===== src/sv/assert_macros.svh =====
// ----------------------------------------------------------------------------
// Assertion macros for the decoder RTL
// Clocked, reset-qualified property checks reporting through $error.
// ----------------------------------------------------------------------------
`ifndef ASSERT_MACROS_SVH
`define ASSERT_MACROS_SVH

// Check a property on every rising edge of clk outside reset
`define DRLD_ASSERT(lbl, prop, msg) \
	lbl: assert property (@(posedge clk) disable iff (!arst_n) (prop)) else $error(msg);

// Check that a condition never holds on a rising edge of clk outside reset
`define DRLD_NEVER(lbl, cond, msg) \
	`DRLD_ASSERT(lbl, !(cond), msg)

`endif


===== src/sv/drld_pkg.sv =====
// ----------------------------------------------------------------------------
// drld_pkg
// Shared types and codes of the depth-map run-length decoder.
// ----------------------------------------------------------------------------
`default_nettype none

package drld_pkg;

	// Default largest accepted frame side
	localparam int MAX_SIDE_DEF = 2048;

	// Result field widths
	localparam int KIND_W = 2;
	localparam int RUN_W  = 23;
	localparam int SMP_W  = 16;
	localparam int IDX_W  = 22;
	localparam int ERR_W  = 2;

	// Result queue depth
	localparam int QUEUE_DEPTH = 4;

	// Result kinds
	localparam logic [KIND_W-1:0] KIND_RUN    = 2'd0;
	localparam logic [KIND_W-1:0] KIND_SAMPLE = 2'd1;
	localparam logic [KIND_W-1:0] KIND_STATUS = 2'd2;

	// Error codes
	localparam logic [ERR_W-1:0] ERR_NONE     = 2'd0;
	localparam logic [ERR_W-1:0] ERR_OVERFLOW = 2'd1;
	localparam logic [ERR_W-1:0] ERR_TRUNC    = 2'd2;
	localparam logic [ERR_W-1:0] ERR_SIZE     = 2'd3;

	// One decoded result
	typedef struct packed {
		logic [KIND_W-1:0] kind;
		logic [RUN_W-1:0]  run;
		logic [SMP_W-1:0]  smp;
		logic [IDX_W-1:0]  idx;
		logic              last;
		logic [ERR_W-1:0]  err;
	} rec_t;

	// Queue status seen by the output stage and the input handshake
	typedef struct packed {
		logic full;
		logic empty;
	} q_stat_t;

endpackage

`default_nettype wire


===== src/sv/drld_front.sv =====
// ----------------------------------------------------------------------------
// drld_front
// Byte parser: assembles header and run fields, tracks the pixel position
// and produces at most one result record per accepted byte.
// ----------------------------------------------------------------------------
`default_nettype none

module drld_front #(
	parameter int MAX_SIDE = drld_pkg::MAX_SIDE_DEF
) (
	input  wire logic          clk,
	input  wire logic          arst_n,
	input  wire logic          take,
	input  wire logic [7:0]    in_byte,
	input  wire logic          in_end,
	output drld_pkg::rec_t     rec,
	output logic               push
);

	localparam int SIDE_W  = $clog2(MAX_SIDE + 1);
	localparam int TOTAL_W = $clog2(MAX_SIDE * MAX_SIDE + 1);
	localparam int RUN_W   = drld_pkg::RUN_W;
	localparam int IDX_W   = drld_pkg::IDX_W;

	// Parser phases
	localparam logic [2:0] PH_WIDTH  = 3'd0;
	localparam logic [2:0] PH_HEIGHT = 3'd1;
	localparam logic [2:0] PH_EMPTY  = 3'd2;
	localparam logic [2:0] PH_FULL   = 3'd3;
	localparam logic [2:0] PH_SAMPLE = 3'd4;

	logic [2:0]           phase_q, phase_d;
	logic [1:0]           cnt_q, cnt_d;
	logic [23:0]          field_q, field_d;
	logic [SIDE_W-1:0]    width_q, width_d;
	logic [TOTAL_W-1:0]   total_q, total_d;
	logic [TOTAL_W-1:0]   pos_q, pos_d;
	logic [TOTAL_W-1:0]   left_q, left_d;
	logic                 discard_q, discard_d;

	logic                 done;
	logic [31:0]          v32;
	logic [15:0]          v16;
	logic [TOTAL_W-1:0]   v_tot;
	logic [TOTAL_W-1:0]   rem;
	logic                 too_big;
	logic                 over;
	logic [2*SIDE_W-1:0]  prod;
	logic [drld_pkg::ERR_W-1:0] err;
	logic                 emit;

	// Field value as it completes with this byte
	assign v32     = {in_byte, field_q};
	assign v16     = {in_byte, field_q[7:0]};
	assign v_tot   = v32[TOTAL_W-1:0];
	assign rem     = total_q - pos_q;
	assign done    = (phase_q == PH_SAMPLE) ? (cnt_q == 2'd1) : (cnt_q == 2'd3);
	assign too_big = v32 > 32'(MAX_SIDE);
	assign over    = v32 > 32'(rem);
	assign prod    = width_q * v32[SIDE_W-1:0];

	// Decide next state and the result of this byte
	always_comb begin
		phase_d   = phase_q;
		cnt_d     = cnt_q + 2'd1;
		field_d   = field_q;
		width_d   = width_q;
		total_d   = total_q;
		pos_d     = pos_q;
		left_d    = left_q;
		discard_d = discard_q;
		err       = drld_pkg::ERR_NONE;
		emit      = 1'b0;
		rec       = '0;
		if (!discard_q) begin
			if (!done) begin
				case (cnt_q)
					2'd0: field_d[7:0] = in_byte;
					2'd1: field_d[15:8] = in_byte;
					default: field_d[23:16] = in_byte;
				endcase
			end else begin
				cnt_d   = 2'd0;
				field_d = '0;
				case (phase_q)
					PH_WIDTH: begin
						if (too_big) begin
							err = drld_pkg::ERR_SIZE;
						end else begin
							width_d = v32[SIDE_W-1:0];
							phase_d = PH_HEIGHT;
						end
					end
					PH_HEIGHT: begin
						if (too_big) begin
							err = drld_pkg::ERR_SIZE;
						end else begin
							total_d = prod[TOTAL_W-1:0];
							pos_d   = '0;
							if (width_q == '0 || v32 == '0) begin
								// Empty frame: one zero-length run closes it
								rec.kind  = drld_pkg::KIND_RUN;
								rec.last  = 1'b1;
								emit      = 1'b1;
								discard_d = 1'b1;
							end else begin
								phase_d = PH_EMPTY;
							end
						end
					end
					PH_EMPTY: begin
						if (over) begin
							err = drld_pkg::ERR_OVERFLOW;
						end else begin
							rec.kind = drld_pkg::KIND_RUN;
							rec.run  = RUN_W'(v_tot);
							rec.idx  = IDX_W'(pos_q);
							rec.last = (v_tot == rem);
							emit     = 1'b1;
							pos_d    = pos_q + v_tot;
							if (v_tot == rem) begin
								discard_d = 1'b1;
							end else begin
								phase_d = PH_FULL;
							end
						end
					end
					PH_FULL: begin
						if (over) begin
							err = drld_pkg::ERR_OVERFLOW;
						end else if (v32 == '0) begin
							phase_d = PH_EMPTY;
						end else begin
							left_d  = v_tot;
							phase_d = PH_SAMPLE;
						end
					end
					default: begin
						rec.kind = drld_pkg::KIND_SAMPLE;
						rec.smp  = v16;
						rec.idx  = IDX_W'(pos_q);
						rec.last = (rem == TOTAL_W'(1));
						emit     = 1'b1;
						pos_d    = pos_q + TOTAL_W'(1);
						left_d   = left_q - TOTAL_W'(1);
						if (rem == TOTAL_W'(1)) begin
							discard_d = 1'b1;
						end else if (left_q == TOTAL_W'(1)) begin
							phase_d = PH_EMPTY;
						end
					end
				endcase
			end
			// Flag errors, then a stream end inside an unfinished frame
			if (err != drld_pkg::ERR_NONE) begin
				rec       = '0;
				rec.kind  = drld_pkg::KIND_STATUS;
				rec.idx   = IDX_W'(pos_q);
				rec.err   = err;
				emit      = 1'b1;
				discard_d = 1'b1;
			end else if (in_end && !discard_d) begin
				if (!emit) begin
					rec.kind = drld_pkg::KIND_STATUS;
					rec.idx  = IDX_W'(pos_q);
				end
				rec.err = drld_pkg::ERR_TRUNC;
				emit    = 1'b1;
			end
		end
		// Start a fresh frame after the stream end
		if (in_end) begin
			phase_d   = PH_WIDTH;
			cnt_d     = 2'd0;
			field_d   = '0;
			width_d   = '0;
			total_d   = '0;
			pos_d     = '0;
			left_d    = '0;
			discard_d = 1'b0;
		end
	end

	assign push = take & emit;

	// Advance parser state on each accepted byte
	always_ff @(posedge clk or negedge arst_n) begin
		if (!arst_n) begin
			phase_q   <= PH_WIDTH;
			cnt_q     <= 2'd0;
			field_q   <= '0;
			width_q   <= '0;
			total_q   <= '0;
			pos_q     <= '0;
			left_q    <= '0;
			discard_q <= 1'b0;
		end else if (take) begin
			phase_q   <= phase_d;
			cnt_q     <= cnt_d;
			field_q   <= field_d;
			width_q   <= width_d;
			total_q   <= total_d;
			pos_q     <= pos_d;
			left_q    <= left_d;
			discard_q <= discard_d;
		end
	end

endmodule

`default_nettype wire


===== src/sv/drld_fifo.sv =====
// ----------------------------------------------------------------------------
// drld_fifo
// Short result queue between the parser and the output stage.
// ----------------------------------------------------------------------------
`default_nettype none

module drld_fifo (
	input  wire logic           clk,
	input  wire logic           arst_n,
	input  wire logic           push,
	input  wire drld_pkg::rec_t wr_rec,
	input  wire logic           pop,
	output drld_pkg::rec_t      rd_rec,
	output drld_pkg::q_stat_t   stat
);

	localparam int DEPTH = drld_pkg::QUEUE_DEPTH;
	localparam int PTR_W = $clog2(DEPTH);

	drld_pkg::rec_t   mem_q [DEPTH];
	logic [PTR_W-1:0] wr_ptr_q;
	logic [PTR_W-1:0] rd_ptr_q;
	logic [PTR_W:0]   count_q;
	logic             do_push;
	logic             do_pop;

	assign stat.full  = (count_q == (PTR_W + 1)'(DEPTH));
	assign stat.empty = (count_q == '0);
	assign do_push    = push & ~stat.full;
	assign do_pop     = pop & ~stat.empty;
	assign rd_rec     = mem_q[rd_ptr_q];

	// Store pushed records
	always_ff @(posedge clk) begin
		if (do_push) begin
			mem_q[wr_ptr_q] <= wr_rec;
		end
	end

	// Advance pointers and occupancy
	always_ff @(posedge clk or negedge arst_n) begin
		if (!arst_n) begin
			wr_ptr_q <= '0;
			rd_ptr_q <= '0;
			count_q  <= '0;
		end else begin
			if (do_push) begin
				wr_ptr_q <= (wr_ptr_q == PTR_W'(DEPTH - 1)) ? '0 : wr_ptr_q + 1'b1;
			end
			if (do_pop) begin
				rd_ptr_q <= (rd_ptr_q == PTR_W'(DEPTH - 1)) ? '0 : rd_ptr_q + 1'b1;
			end
			case ({do_push, do_pop})
				2'b10: count_q <= count_q + 1'b1;
				2'b01: count_q <= count_q - 1'b1;
				default: count_q <= count_q;
			endcase
		end
	end

endmodule

`default_nettype wire


===== src/sv/drld_back.sv =====
// ----------------------------------------------------------------------------
// drld_back
// Output stage: pulls records from the queue into a register and packs them
// onto the result stream.
// ----------------------------------------------------------------------------
`default_nettype none

module drld_back (
	input  wire logic              clk,
	input  wire logic              arst_n,
	input  wire drld_pkg::q_stat_t stat,
	input  wire drld_pkg::rec_t    rd_rec,
	output logic                   pop,
	output logic                   m_tvalid,
	input  wire logic              m_tready,
	output logic [63:0]            m_tdata,
	output logic [1:0]             m_tuser,
	output logic                   m_tlast
);

	logic           valid_q;
	drld_pkg::rec_t rec_q;

	// Load when the register is empty or being drained
	assign pop = ~stat.empty & (~valid_q | m_tready);

	always_ff @(posedge clk or negedge arst_n) begin
		if (!arst_n) begin
			valid_q <= 1'b0;
		end else if (pop) begin
			valid_q <= 1'b1;
		end else if (m_tready) begin
			valid_q <= 1'b0;
		end
	end

	always_ff @(posedge clk) begin
		if (pop) begin
			rec_q <= rd_rec;
		end
	end

	// Pack fields, lowest first
	assign m_tvalid = valid_q;
	assign m_tdata  = {1'b0, rec_q.err, rec_q.idx, rec_q.smp, rec_q.run};
	assign m_tuser  = rec_q.kind;
	assign m_tlast  = rec_q.last;

endmodule

`default_nettype wire


===== src/sv/depth_run_length_decoder_core.sv =====
// ----------------------------------------------------------------------------
// depth_run_length_decoder_core
// Decoder of run-length compressed depth-map byte streams.
// ----------------------------------------------------------------------------
// The block takes one file byte per clock cycle and, as long as the output
// side keeps draining, never stalls: each byte only shifts a field register
// and updates the pixel counters, so the sustained rate is one byte per
// cycle. A byte yields at most one result; results pass through a
// four-entry queue and an output register, and the input side keeps
// running until the queue fills. Frame sides above MAX_SIDE are rejected
// with a bad-size status, and a run past the frame with an overflow
// status; the rest of that stream is then dropped until the byte marked
// tlast. A stream end before the frame completes is flagged with a
// truncation error.
`default_nettype none

`include "assert_macros.svh"

module depth_run_length_decoder_core #(
	parameter int MAX_SIDE = drld_pkg::MAX_SIDE_DEF
) (
	input  wire logic        clk,
	input  wire logic        arst_n,
	input  wire logic        s_tvalid,
	output logic             s_tready,
	input  wire logic [7:0]  s_tdata,   // [7:0] data_byte
	input  wire logic        s_tlast,   // stream_end
	output logic             m_tvalid,
	input  wire logic        m_tready,
	output logic [63:0]      m_tdata,   // [22:0] zero_run_length, [38:23] sample,
	                                    // [60:39] pixel_index, [62:61] error, [63] zero
	output logic [1:0]       m_tuser,   // [1:0] kind
	output logic             m_tlast    // last_pixel
);

	drld_pkg::rec_t    push_rec;
	drld_pkg::rec_t    rd_rec;
	drld_pkg::q_stat_t stat;
	logic              take;
	logic              push;
	logic              pop;

	// Accept bytes while the queue has room
	assign s_tready = ~stat.full;
	assign take     = s_tvalid & s_tready;

	drld_front #(
		.MAX_SIDE(MAX_SIDE)
	) u_front (
		.clk    (clk),
		.arst_n (arst_n),
		.take   (take),
		.in_byte(s_tdata),
		.in_end (s_tlast),
		.rec    (push_rec),
		.push   (push)
	);

	drld_fifo u_fifo (
		.clk   (clk),
		.arst_n(arst_n),
		.push  (push),
		.wr_rec(push_rec),
		.pop   (pop),
		.rd_rec(rd_rec),
		.stat  (stat)
	);

	drld_back u_back (
		.clk     (clk),
		.arst_n  (arst_n),
		.stat    (stat),
		.rd_rec  (rd_rec),
		.pop     (pop),
		.m_tvalid(m_tvalid),
		.m_tready(m_tready),
		.m_tdata (m_tdata),
		.m_tuser (m_tuser),
		.m_tlast (m_tlast)
	);

	// Checks
	`DRLD_NEVER(a_push_full, push && stat.full, "result pushed into a full queue")
	`DRLD_ASSERT(a_status_err, (m_tvalid && m_tuser == drld_pkg::KIND_STATUS) |-> (m_tdata[62:61] != drld_pkg::ERR_NONE && !m_tlast), "status result without error or marked last")
	`DRLD_ASSERT(a_status_empty, (m_tvalid && m_tuser == drld_pkg::KIND_STATUS) |-> (m_tdata[38:0] == '0), "status result carries run or sample")
	`DRLD_ASSERT(a_data_err, (m_tvalid && m_tuser != drld_pkg::KIND_STATUS) |-> (m_tdata[62:61] == drld_pkg::ERR_NONE || m_tdata[62:61] == drld_pkg::ERR_TRUNC), "data result with overflow or size error")
	`DRLD_NEVER(a_kind_range, m_tvalid && m_tuser == 2'd3, "undefined result kind")

endmodule

`default_nettype wire

===== config.mk =====
export PLATFORM = sky130hd
export DESIGN_NAME = depth_run_length_decoder_core
export DESIGN_NICKNAME = d
export VERILOG_FILES = /design/src/sv/drld_pkg.sv /design/src/sv/drld_front.sv /design/src/sv/drld_fifo.sv /design/src/sv/drld_back.sv /design/src/sv/depth_run_length_decoder_core.sv
export VERILOG_INCLUDE_DIRS = /design/src /design/src/sv
export SDC_FILE = /design/constraint.sdc
export NUM_CORES = 1
export LEC_CHECK = 0
export BUFFER_PORTS_ARGS = -buffer_cell sky130_fd_sc_hd__buf_4
export CAP_MARGIN = 20
export CORE_MARGIN = 10
export CORE_UTILIZATION = 60
export DETAILED_ROUTE_END_ITERATION = 10
export HOLD_SLACK_MARGIN = 0.02
export PLACE_DENSITY = 0.77
export SKIP_LAST_GASP = 1
export SLEW_MARGIN = 30
export SYNTH_ARGS = -nofsm -noshare
export SYNTH_HDL_FRONTEND = slang
export SYNTH_SLANG_ARGS = --single-unit

===== constraint.sdc =====
create_clock -name clk -period 8.4 [get_ports clk]
set_input_delay 0.42 -clock clk [delete_from_list [all_inputs] [get_ports clk]]
set_output_delay 0.42 -clock clk [all_outputs]
set_load 0.02 [all_outputs]

==> results by group, run 1 <==
Status
  • Status: finished, final reports clean

Global routing
  • First-pass GRT wire length: 98.26 mm
  • Vias in the first global route: 17310
  • Initial antenna violation count: 1
  • Total track usage: 24.96%
  • Gr ovfl total: 0
  • Largest net degree at the start of global routing: 76

Clocking
  • Insertion delay to the later sink of the worst-skew pair: 0.59 ns
  • Clock Sinks: 449
  • Post-cts sizing count: 0
  • Clk root buf: clkbuf_16
  • Worst-path clk slew: 0.06 ns
  • H-tree depth: 2
  • Clk buf depth: 3
  • Cts bufs inserted: 45
  • CTS tree: built

Critical path
  • CP Capture Type: flip-flop
  • Reg2Reg Depth: 19
  • Worst path required time: 8.84 ns
  • Critical path class: reg2reg
  • Worst Setup Start Kind: flip-flop
  • Crit path DAT: 6.72 ns
  • Worst-path fanout max: 20

Drt
  • Avg WL per Cell: 22.78 um
  • Vias per cell: 6.296
  • DR pass1 iterations: 6
  • Detailed Route WL: 62.02 mm
  • Routed vias: 17140
  • Drt first-iter violations: 1771
  • Detailed-route DRC error count: 0
  • Antenna Violating Nets Remaining: 0

STA
  • Final Skew: 0.02171 ns
  • Final period util: 74.83%
  • Fmax: 159.1 MHz
  • Post-route setup slack: 2.114 ns
  • Crit path time final: 6.286 ns
  • Final-report hold violation count: 0
  • Post-route setup TNS: 0 ns
  • Worst-Margin Slew: 1.069 ns
  • RSZ-0062 raised after global routing: false
  • Hold_ws: 0.1512 ns
  • Slew Limit Fails: 0
  • Final setup viols: 0
  • Worst relative slew slack: 28.76%

Power and ir drop
  • VDD IR max: 0.2042 mV
  • Pleak: 11.74 nW
  • Pwr dens: 313.1 nW/um^2

Cells and area
  • Antenna cell count: 0
  • Multi-input logic area: 11420 sq um
  • Fillers: 2994
  • Area Overhead vs Synth: 10.18%
  • Nets: 2398
  • Register area: 12890 sq um
  • Layout cell share with drive strength beyond 1: 13.23%

Flow run
  • Max cap viols: 0

Floorplan
  • Initial Util: 60.59%
  • DIE WIDTH: 225.6 um
  • Ports: 82
  • Die Ht: 225.6 um
  • Core ar.: 41850 sq um
  • Rows: 75
  • Die ar.: 50890 sq um

Synth
  • Mean Syn Cell Area: 12.10 sq um
  • Top_reg_cell synth: edfxtp_1
  • Post-synth EDFFs: 330
  • Register area share after synthesis: 50.82%
  • Post-Synthesis Cell Area: 25360 sq um
  • Post-Synthesis Cells: 2096
  • Yosys reg bits: 449
  • Cell variety after synth: 87
  • Yosys Warn Count: 0
  • Synth Net Count: 2346
  • Post-synth ARST share: 26.50%

Placement
  • Dpl ws: 2.123 ns
  • Gp weighted congestion: 0.9374
  • Placed wire-length estimate: 42.13 mm
  • IO buf count: 80

Min path
  • HP Class: in2reg
  • Hold Crit Depth: 3
-- path summary, 6_finish.rpt --
kind	slack [ns]	end	from
max reg2reg	2.11	u_front.total_q[21]	u_front.field_q[3]
min reg2reg	0.49	u_front.total_q[2]	u_front.total_q[2]
max	2.11	u_front.total_q[21]	u_front.field_q[3]
min	0.15	u_front.field_q[13]	s_tdata[5]
max in group asynchronous	6.84	u_front.total_q[1]	arst_n
min in group asynchronous	0.43	u_front.pos_q[10]	arst_n
-- cell families after synthesis --
kind of cell               count (synthesis)  share of synthesized area [%]
adders and majority gates                238                          14.75
other                                      1                        0.01479
DFF                                      449                          50.82
xor gates and xnor gates                  55                          1.900
AOI/OAI and AO/OA                        384                          9.982
and+or+nand+nor                          616                          12.02
buffers and inverters                    279                          4.283
muxes                                     74                          6.227
-- cell usage in the layout, fill, tap and decap left out, drive strengths merged, types with 14 or more instances in the layout --
cell,count
nor3,42
nand2,225
ha,135
and3,51
nor2,82
nand4,14
a21o,29
fa,102
xnor2,34
nor2b,14
a21oi,80
mux4,66
xor2,21
nand3,21
edfxtp,330
o21ai,123
buf,111
inv,173
clkinv,17
clkbuf,57
and2,99
or2,14
nand2b,22
nor4,14
dfrtp,119
o31ai,32
-- flip-flops by register name, indices dropped and copies added (netlist names) --
name / cells
u_front.cnt_q: 2
u_fifo.mem_q: 264
u_back.m_tuser: 2
u_back.m_tvalid: 1
u_front.left_q: 23
u_front.width_q: 12
u_fifo.wr_ptr_q: 2
u_front.field_q: 24
u_front.phase_q: 3
u_back.m_tdata: 63
u_front.total_q: 23
u_back.m_tlast: 1
u_front.pos_q: 23
u_fifo.rd_ptr_q: 2
u_front.discard_q: 1
u_fifo.count_q: 3
-- metal layers --
metal / GRT usage, % / vias to the layer above / share of wire, %
li1: - / 7624 / -
met1: 32.48 / 8638 / 40
met2: 41.03 / 738 / 48
met3: 4.890 / 142 / 8.0
met4: 9.281 / 2 / 3.5
met5: 0 / - / 0.013
-- worst max-delay path: stages (launching register included) --
cell and delay (ns):
dfrtp_1 1.05, nand2_1 0.17, fa_1 0.53, inv_1 0.06, fa_1 0.51, inv_1 0.05
fa_1 0.47, inv_1 0.07, fa_1 0.50, fa_1 0.49, ha_1 0.33, or2_2 0.33
o31ai_1 0.08, a21oi_1 0.12, a21oi_1 0.27, a21oi_1 0.15, a41o_1 0.27, o41ai_1 0.33
xor2_1 0.25, o31ai_1 0.09
-- stage by stage --
stage	util, %	std cells	area (sq um)	power, mW
2_1_floorplan	-	2096	25360	5.580
3_3_place_gp	63.20	2638	26450	6.616
3_5_place_dp	63.20	2638	26450	6.726
4_1_cts	66.72	2723	27930	8.738
5_1_grt	66.76	2723	27940	9.189
6_report	66.76	2723	27940	8.748
-- where the power goes --
| part | internal (mW) | total (mW) | switching, mW |
|---|---|---|---|
| combinational | 1.34 | 3.32 | 1.97 |
| sequential | 2.94 | 3.44 | 0.499 |
| clock | 1.13 | 1.99 | 0.859 |
-- repair_timing --
item	CTS	global route
setup buffers	0	0
endpoints found under the hold margin	45	0
hold buffers	2	0
-- final cells by class --
type                            instances  area share, %
Sequential cell                       449          46.15
Multi-Input combinational cell       1368          40.86
Clock buffer                           57          4.227
Timing Repair Buffer                  113          3.067
Tap cell                              539          2.414
Inverter                              171          2.297
Clock inverter                         26         0.9852
-- Yosys cell counts (all sizes together), types with 29 or more instances --
library cell | n | area (sq um)
edfxtp | 330 | 9910
o31ai | 32 | 240.2
mux4 | 66 | 1486
fa | 102 | 2042
o21ai | 123 | 623.1
inv | 171 | 641.9
nand2 | 225 | 852.1
and2 | 99 | 619.4
nor3 | 42 | 210.2
nor2 | 82 | 307.8
a21oi | 80 | 422.9
xnor2 | 34 | 297.8
and3 | 51 | 319.1
a21o | 29 | 217.7
ha | 135 | 1689
clkbuf | 85 | 319.1
dfrtp | 119 | 2978
Power figures use the tool's default switching activity.
==> inputs of run 2 (changes only) <==
--- a/config.mk
+++ b/config.mk
@@ -6,10 +6,11 @@
 export SDC_FILE = /design/constraint.sdc
 export NUM_CORES = 1
 export LEC_CHECK = 0
+export ABC_AREA = 1
 export BUFFER_PORTS_ARGS = -buffer_cell sky130_fd_sc_hd__buf_4
 export CAP_MARGIN = 20
 export CORE_MARGIN = 10
-export CORE_UTILIZATION = 60
+export CORE_UTILIZATION = 57
 export DETAILED_ROUTE_END_ITERATION = 10
 export HOLD_SLACK_MARGIN = 0.02
 export PLACE_DENSITY = 0.77
==> constraint.sdc (replaced) <==
create_clock -name clk -period 5.7 [get_ports clk]
set_input_delay 0.285 -clock clk [delete_from_list [all_inputs] [get_ports clk]]
set_output_delay 0.285 -clock clk [all_outputs]
set_load 0.02 [all_outputs]
==> run 2 against run 1 <==
Net effect:
- sequential power increased by 49%
- core utilization decreased by 2.3 points
- final cell count increased by 23%
- clock skew increased by 0.0015 ns
- non-clock buffer count increased by 9
- synthesized cell count increased by 27%
- routed wire length increased by 7.2%
- first-iteration DRC count increased by 12%
- sequential share of layout area decreased by 1.0 points
- count of clock-buffer cells in the layout decreased by 3
- largest power group is now combinational cells
- power increased by 98%
- register-to-register slack got worse by 1.7 ns
==> results by group, run 2 <==
Clocking
  • Clock Sinks: 449 (unchanged)
  • Clk buf depth: 3 (unchanged)
  • Insertion delay to the later sink of the worst-skew pair: 0.58 ns (was 0.59 ns)
  • Worst-path clk slew: 0.07 ns (was 0.06 ns)
  • Cts bufs inserted: 45 (unchanged)
  • CTS tree: built (unchanged)
  • Clk root buf: clkbuf_16 (unchanged)
  • H-tree depth: 2 (unchanged)

Drt
  • Detailed-route DRC error count: 0 (unchanged)
  • Avg WL per Cell: 19.81 um (was 22.78 um)
  • Detailed Route WL: 66.52 mm (was 62.02 mm)
  • Routed vias: 19520 (was 17140)
  • Vias per cell: 5.814 (was 6.296)
  • Drt first-iter violations: 1985 (was 1771)
  • DR pass1 iterations: 5 (was 6)
  • Antenna Violating Nets Remaining: 0 (unchanged)

Global routing
  • Gr ovfl total: 0 (unchanged)
  • Total track usage: 24.65% (was 24.96%)
  • Largest net degree at the start of global routing: 97 (was 76)
  • Initial antenna violation count: 0 (was 1)
  • Vias in the first global route: 19560 (was 17310)
  • First-pass GRT wire length: 105.3 mm (was 98.26 mm)

Synth
  • Synth top area cells: edfxtp_1 (39%), dfrtp_1 (12%), fa_1 (7.9%) (was edfxtp_1 (39%), dfrtp_1 (12%), fa_1 (8.1%))
  • Yosys Warn Count: 0 (unchanged)
  • Post-synth ARST share: 26.50% (unchanged)
  • Post-synth EDFFs: 330 (unchanged)
  • Mean Syn Cell Area: 9.673 sq um (was 12.10 sq um)
  • Most frequent cell after synthesis: nand2_1 (was edfxtp_1)
  • Top-area cell type share of the netlist area: 38.53% (was 39.08%)
  • Cell variety after synth: 53 (was 87)
  • Register area share after synthesis: 50.11% (was 50.82%)
  • Top post-synthesis cells by count: nand2_1 (502), inv_1 (338), edfxtp_1 (330) (was edfxtp_1 (330), nand2_1 (224), inv_1 (171))
  • Post-Synthesis Cells: 2659 (was 2096)
  • Post-Synthesis Cell Area: 25720 sq um (was 25360 sq um)
  • Top_reg_cell synth: edfxtp_1 (unchanged)
  • Synth Net Count: 2909 (was 2346)
  • Yosys reg bits: 449 (unchanged)
  • Yosys top cell by area: edfxtp_1 (unchanged)

Power and ir drop
  • Pwr dens: 606.7 nW/um^2 (was 313.1 nW/um^2)
  • Sw Ratio: 46.01% (was 38.09%)
  • P_int: 9.370 mW (was 5.416 mW)
  • Sequential Power Share: 29.6% (was 39.4%)
  • Pleak: 12.63 nW (was 11.74 nW)
  • VDD IR max: 0.3591 mV (was 0.2042 mV)
  • Clock group share of total power: 17.4% (was 22.7%)
  • Comb pwr share: 53.0% (was 37.9%)
  • Net switching power: 7.986 mW (was 3.332 mW)

STA
  • Worst-Margin Slew: 0.9745 ns (was 1.069 ns)
  • Post-route setup TNS: 0 ns (unchanged)
  • Crit path time final: 5.288 ns (was 6.286 ns)
  • Slew Limit Fails: 0 (unchanged)
  • Final Skew: 0.02319 ns (was 0.02171 ns)
  • Fmax: 189.1 MHz (was 159.1 MHz)
  • Final-report hold violation count: 0 (unchanged)
  • RSZ-0062 raised after global routing: false (unchanged)
  • Final setup viols: 0 (unchanged)
  • Final period util: 92.77% (was 74.83%)
  • Hold_ws: 0.08884 ns (was 0.1512 ns)
  • Worst relative slew slack: 34.96% (was 28.76%)

Cells and area
  • Biggest register: u_fifo.mem_q (unchanged)
  • Multi-input logic area: 11170 sq um (was 11420 sq um)
  • Commonest non-fill, non-tap cell in the layout: nand2_1 (was edfxtp_1)
  • Max FFs per register: 264 (unchanged)
  • Layout cell share with drive strength beyond 1: 9.906% (was 13.23%)
  • Antenna cell count: 0 (unchanged)
  • Area Overhead vs Synth: 11.24% (was 10.18%)
  • Most frequent cells in the layout: nand2_1 (502), inv_1 (337), edfxtp_1 (330) (was edfxtp_1 (330), nand2_1 (224), inv_1 (171))
  • Nets: 2979 (was 2398)
  • Design area: 28610 sq um (was 27940 sq um)
  • Fillers: 3529 (was 2994)
  • Register area: 12900 sq um (was 12890 sq um)

Critical path
  • Worst path required time: 6.14 ns (was 8.84 ns)
  • Critical path class: reg2reg (unchanged)
  • Worst Setup Start Kind: flip-flop (unchanged)
  • Crit path DAT: 5.72 ns (was 6.72 ns)
  • CP max stage cell: dfrtp_1 (unchanged)
  • CP Capture Type: flip-flop (unchanged)
  • Worst Path Buf+Inv: 4 (was 3)
  • CP max stage delay: 0.59 ns (was 1.05 ns)
  • Crit-path most repeated cell: nand2_1 (was fa_1)
  • Critical-path cell list: buf_4 > nand2_1 > inv_1 > fa_1 > fa_1 > fa_1 > inv_1 > fa_1 > inv_1 > fa_1 > ha_1 > nand2_1 > o21ai_1 > nand2_1 > nand2_1 > nand2_1 > nand2_1 > a21oi_1 > o21ai_0 > xor2_1 > o21ai_0 (was nand2_1 > fa_1 > inv_1 > fa_1 > inv_1 > fa_1 > inv_1 > fa_1 > fa_1 > ha_1 > or2_2 > o31ai_1 > a21oi_1 > a21oi_1 > a21oi_1 > a41o_1 > o41ai_1 > xor2_1 > o31ai_1)
  • Worst-path fanout max: 8 (was 20)
  • Cell family with most CP delay: adder cells (unchanged)

Placement
  • Area after DPL: 27050 sq um (was 26450 sq um)
  • Gp weighted congestion: 0.9664 (was 0.9374)
  • Placed wire-length estimate: 46.68 mm (was 42.13 mm)
  • IO buf count: 80 (unchanged)

Flow run
  • Max cap viols: 0 (unchanged)

Floorplan
  • Initial Util: 57.91% (was 60.59%)
  • Core ar.: 44410 sq um (was 41850 sq um)
  • Ports: 82 (unchanged)
  • Rows: 77 (was 75)
  • Die ar.: 54020 sq um (was 50890 sq um)
  • Die Ht: 232.4 um (was 225.6 um)
  • DIE WIDTH: 232.4 um (was 225.6 um)

Status
  • Status: finished, final reports clean (unchanged)

Min path
  • HP Class: in2reg (unchanged)
-- run 2: changes by cell type in the layout (fill, tap and decap cells not counted), moves of 20 or more --
cell / change
o22ai_1: +75
inv_1: +166
a21o_1: -26
nor2_1: +227
o31ai_1: -20
and2_1: -94
nand3_1: +33
nand2b_1: -22
o21ai_0: +125
and3_1: -51
mux4_2: -66
nand2_1: +278
-- run 2: worst reg2reg max path: cells and delay by family (launching register included) --
family,cells,cell delay [ns]
AOI/OAI and AO/OA,4,0.57
xor gates and xnor gates,1,0.15
adders and majority gates,6,2.91
buffers and inverters,4,0.45
DFF,1,0.59
and+or+nand+nor,6,0.48
-- run 2: logic make-up after synthesis --
logic type | synth area share [%]
AOI/OAI and AO/OA | 10.68
xor gates and xnor gates | 1.868
adders and majority gates | 14.51
buffers and inverters | 6.694
DFF | 50.11
other | 0.01458
and+or+nand+nor | 16.13
-- run 2: routing by layer --
| layer | GRT usage, % | wire, um |
|---|---|---|
| met4 | 10.95 | 2890 |
| met3 | 3.346 | 4693 |
| met5 | 0 | 0 |
| met1 | 30.80 | 26240 |
| met2 | 42.12 | 32700 |
-- run 2: cell type report --
cell class,instances,share of cell area [%]
Clock buffer,54,4.198
Clock inverter,30,1.141
Inverter,344,4.544
Multi-Input combinational cell,1767,39.03
Sequential cell,449,45.10
Tap cell,592,2.589
Timing Repair Buffer,122,3.398
-- run 2: repair_timing --
action,in CTS,in global routing
endpoints found under the hold margin,48,0
hold buffers,1,0
gates resized for setup,0,12
setup endpoints to repair,0,3
buffers inserted,0,0
-- run 2: final timing paths --
kind                       slack (ns)                   to                from  cells past startpoint
setup / recovery                 0.41  u_front.total_q[20]  u_front.field_q[7]                     21
hold / removal                   0.09  u_front.field_q[23]          s_tdata[7]                      3
setup reg to reg                 0.41  u_front.total_q[20]  u_front.field_q[7]                     21
hold reg to reg                  0.48    u_fifo.count_q[0]   u_fifo.count_q[0]                      1
max in group asynchronous        4.23    u_front.pos_q[16]              arst_n                      3
min in group asynchronous        0.31   u_front.left_q[11]              arst_n                      2
-- run 2: per-stage QoR --
stage | std cells | power, mW | setup WS [ns] | utilization, %
4_1_cts | 3358 | 17.30 | 0.1692 | 64.36
3_5_place_dp | 3273 | 14.23 | 0.1931 | 60.90
3_3_place_gp | 3273 | 13.94 | 0.3518 | 60.90
6_report | 3358 | 17.36 | 0.4123 | 64.42
5_1_grt | 3358 | 18.58 | 0.02656 | 64.42
2_1_floorplan | 2659 | 11.32 | -0.8170 | -
-- run 2: power by group through the flow --
stage                     clock, mW  sequential (mW)  combinational, mW
after detailed placement          0             5.18               9.05
final                          3.02             5.14               9.19
after global placement            0             5.15               8.80
after CTS                      3.05             5.13               9.12
after global routing           3.17             5.21               10.2
after floorplan                   0             5.27               6.05
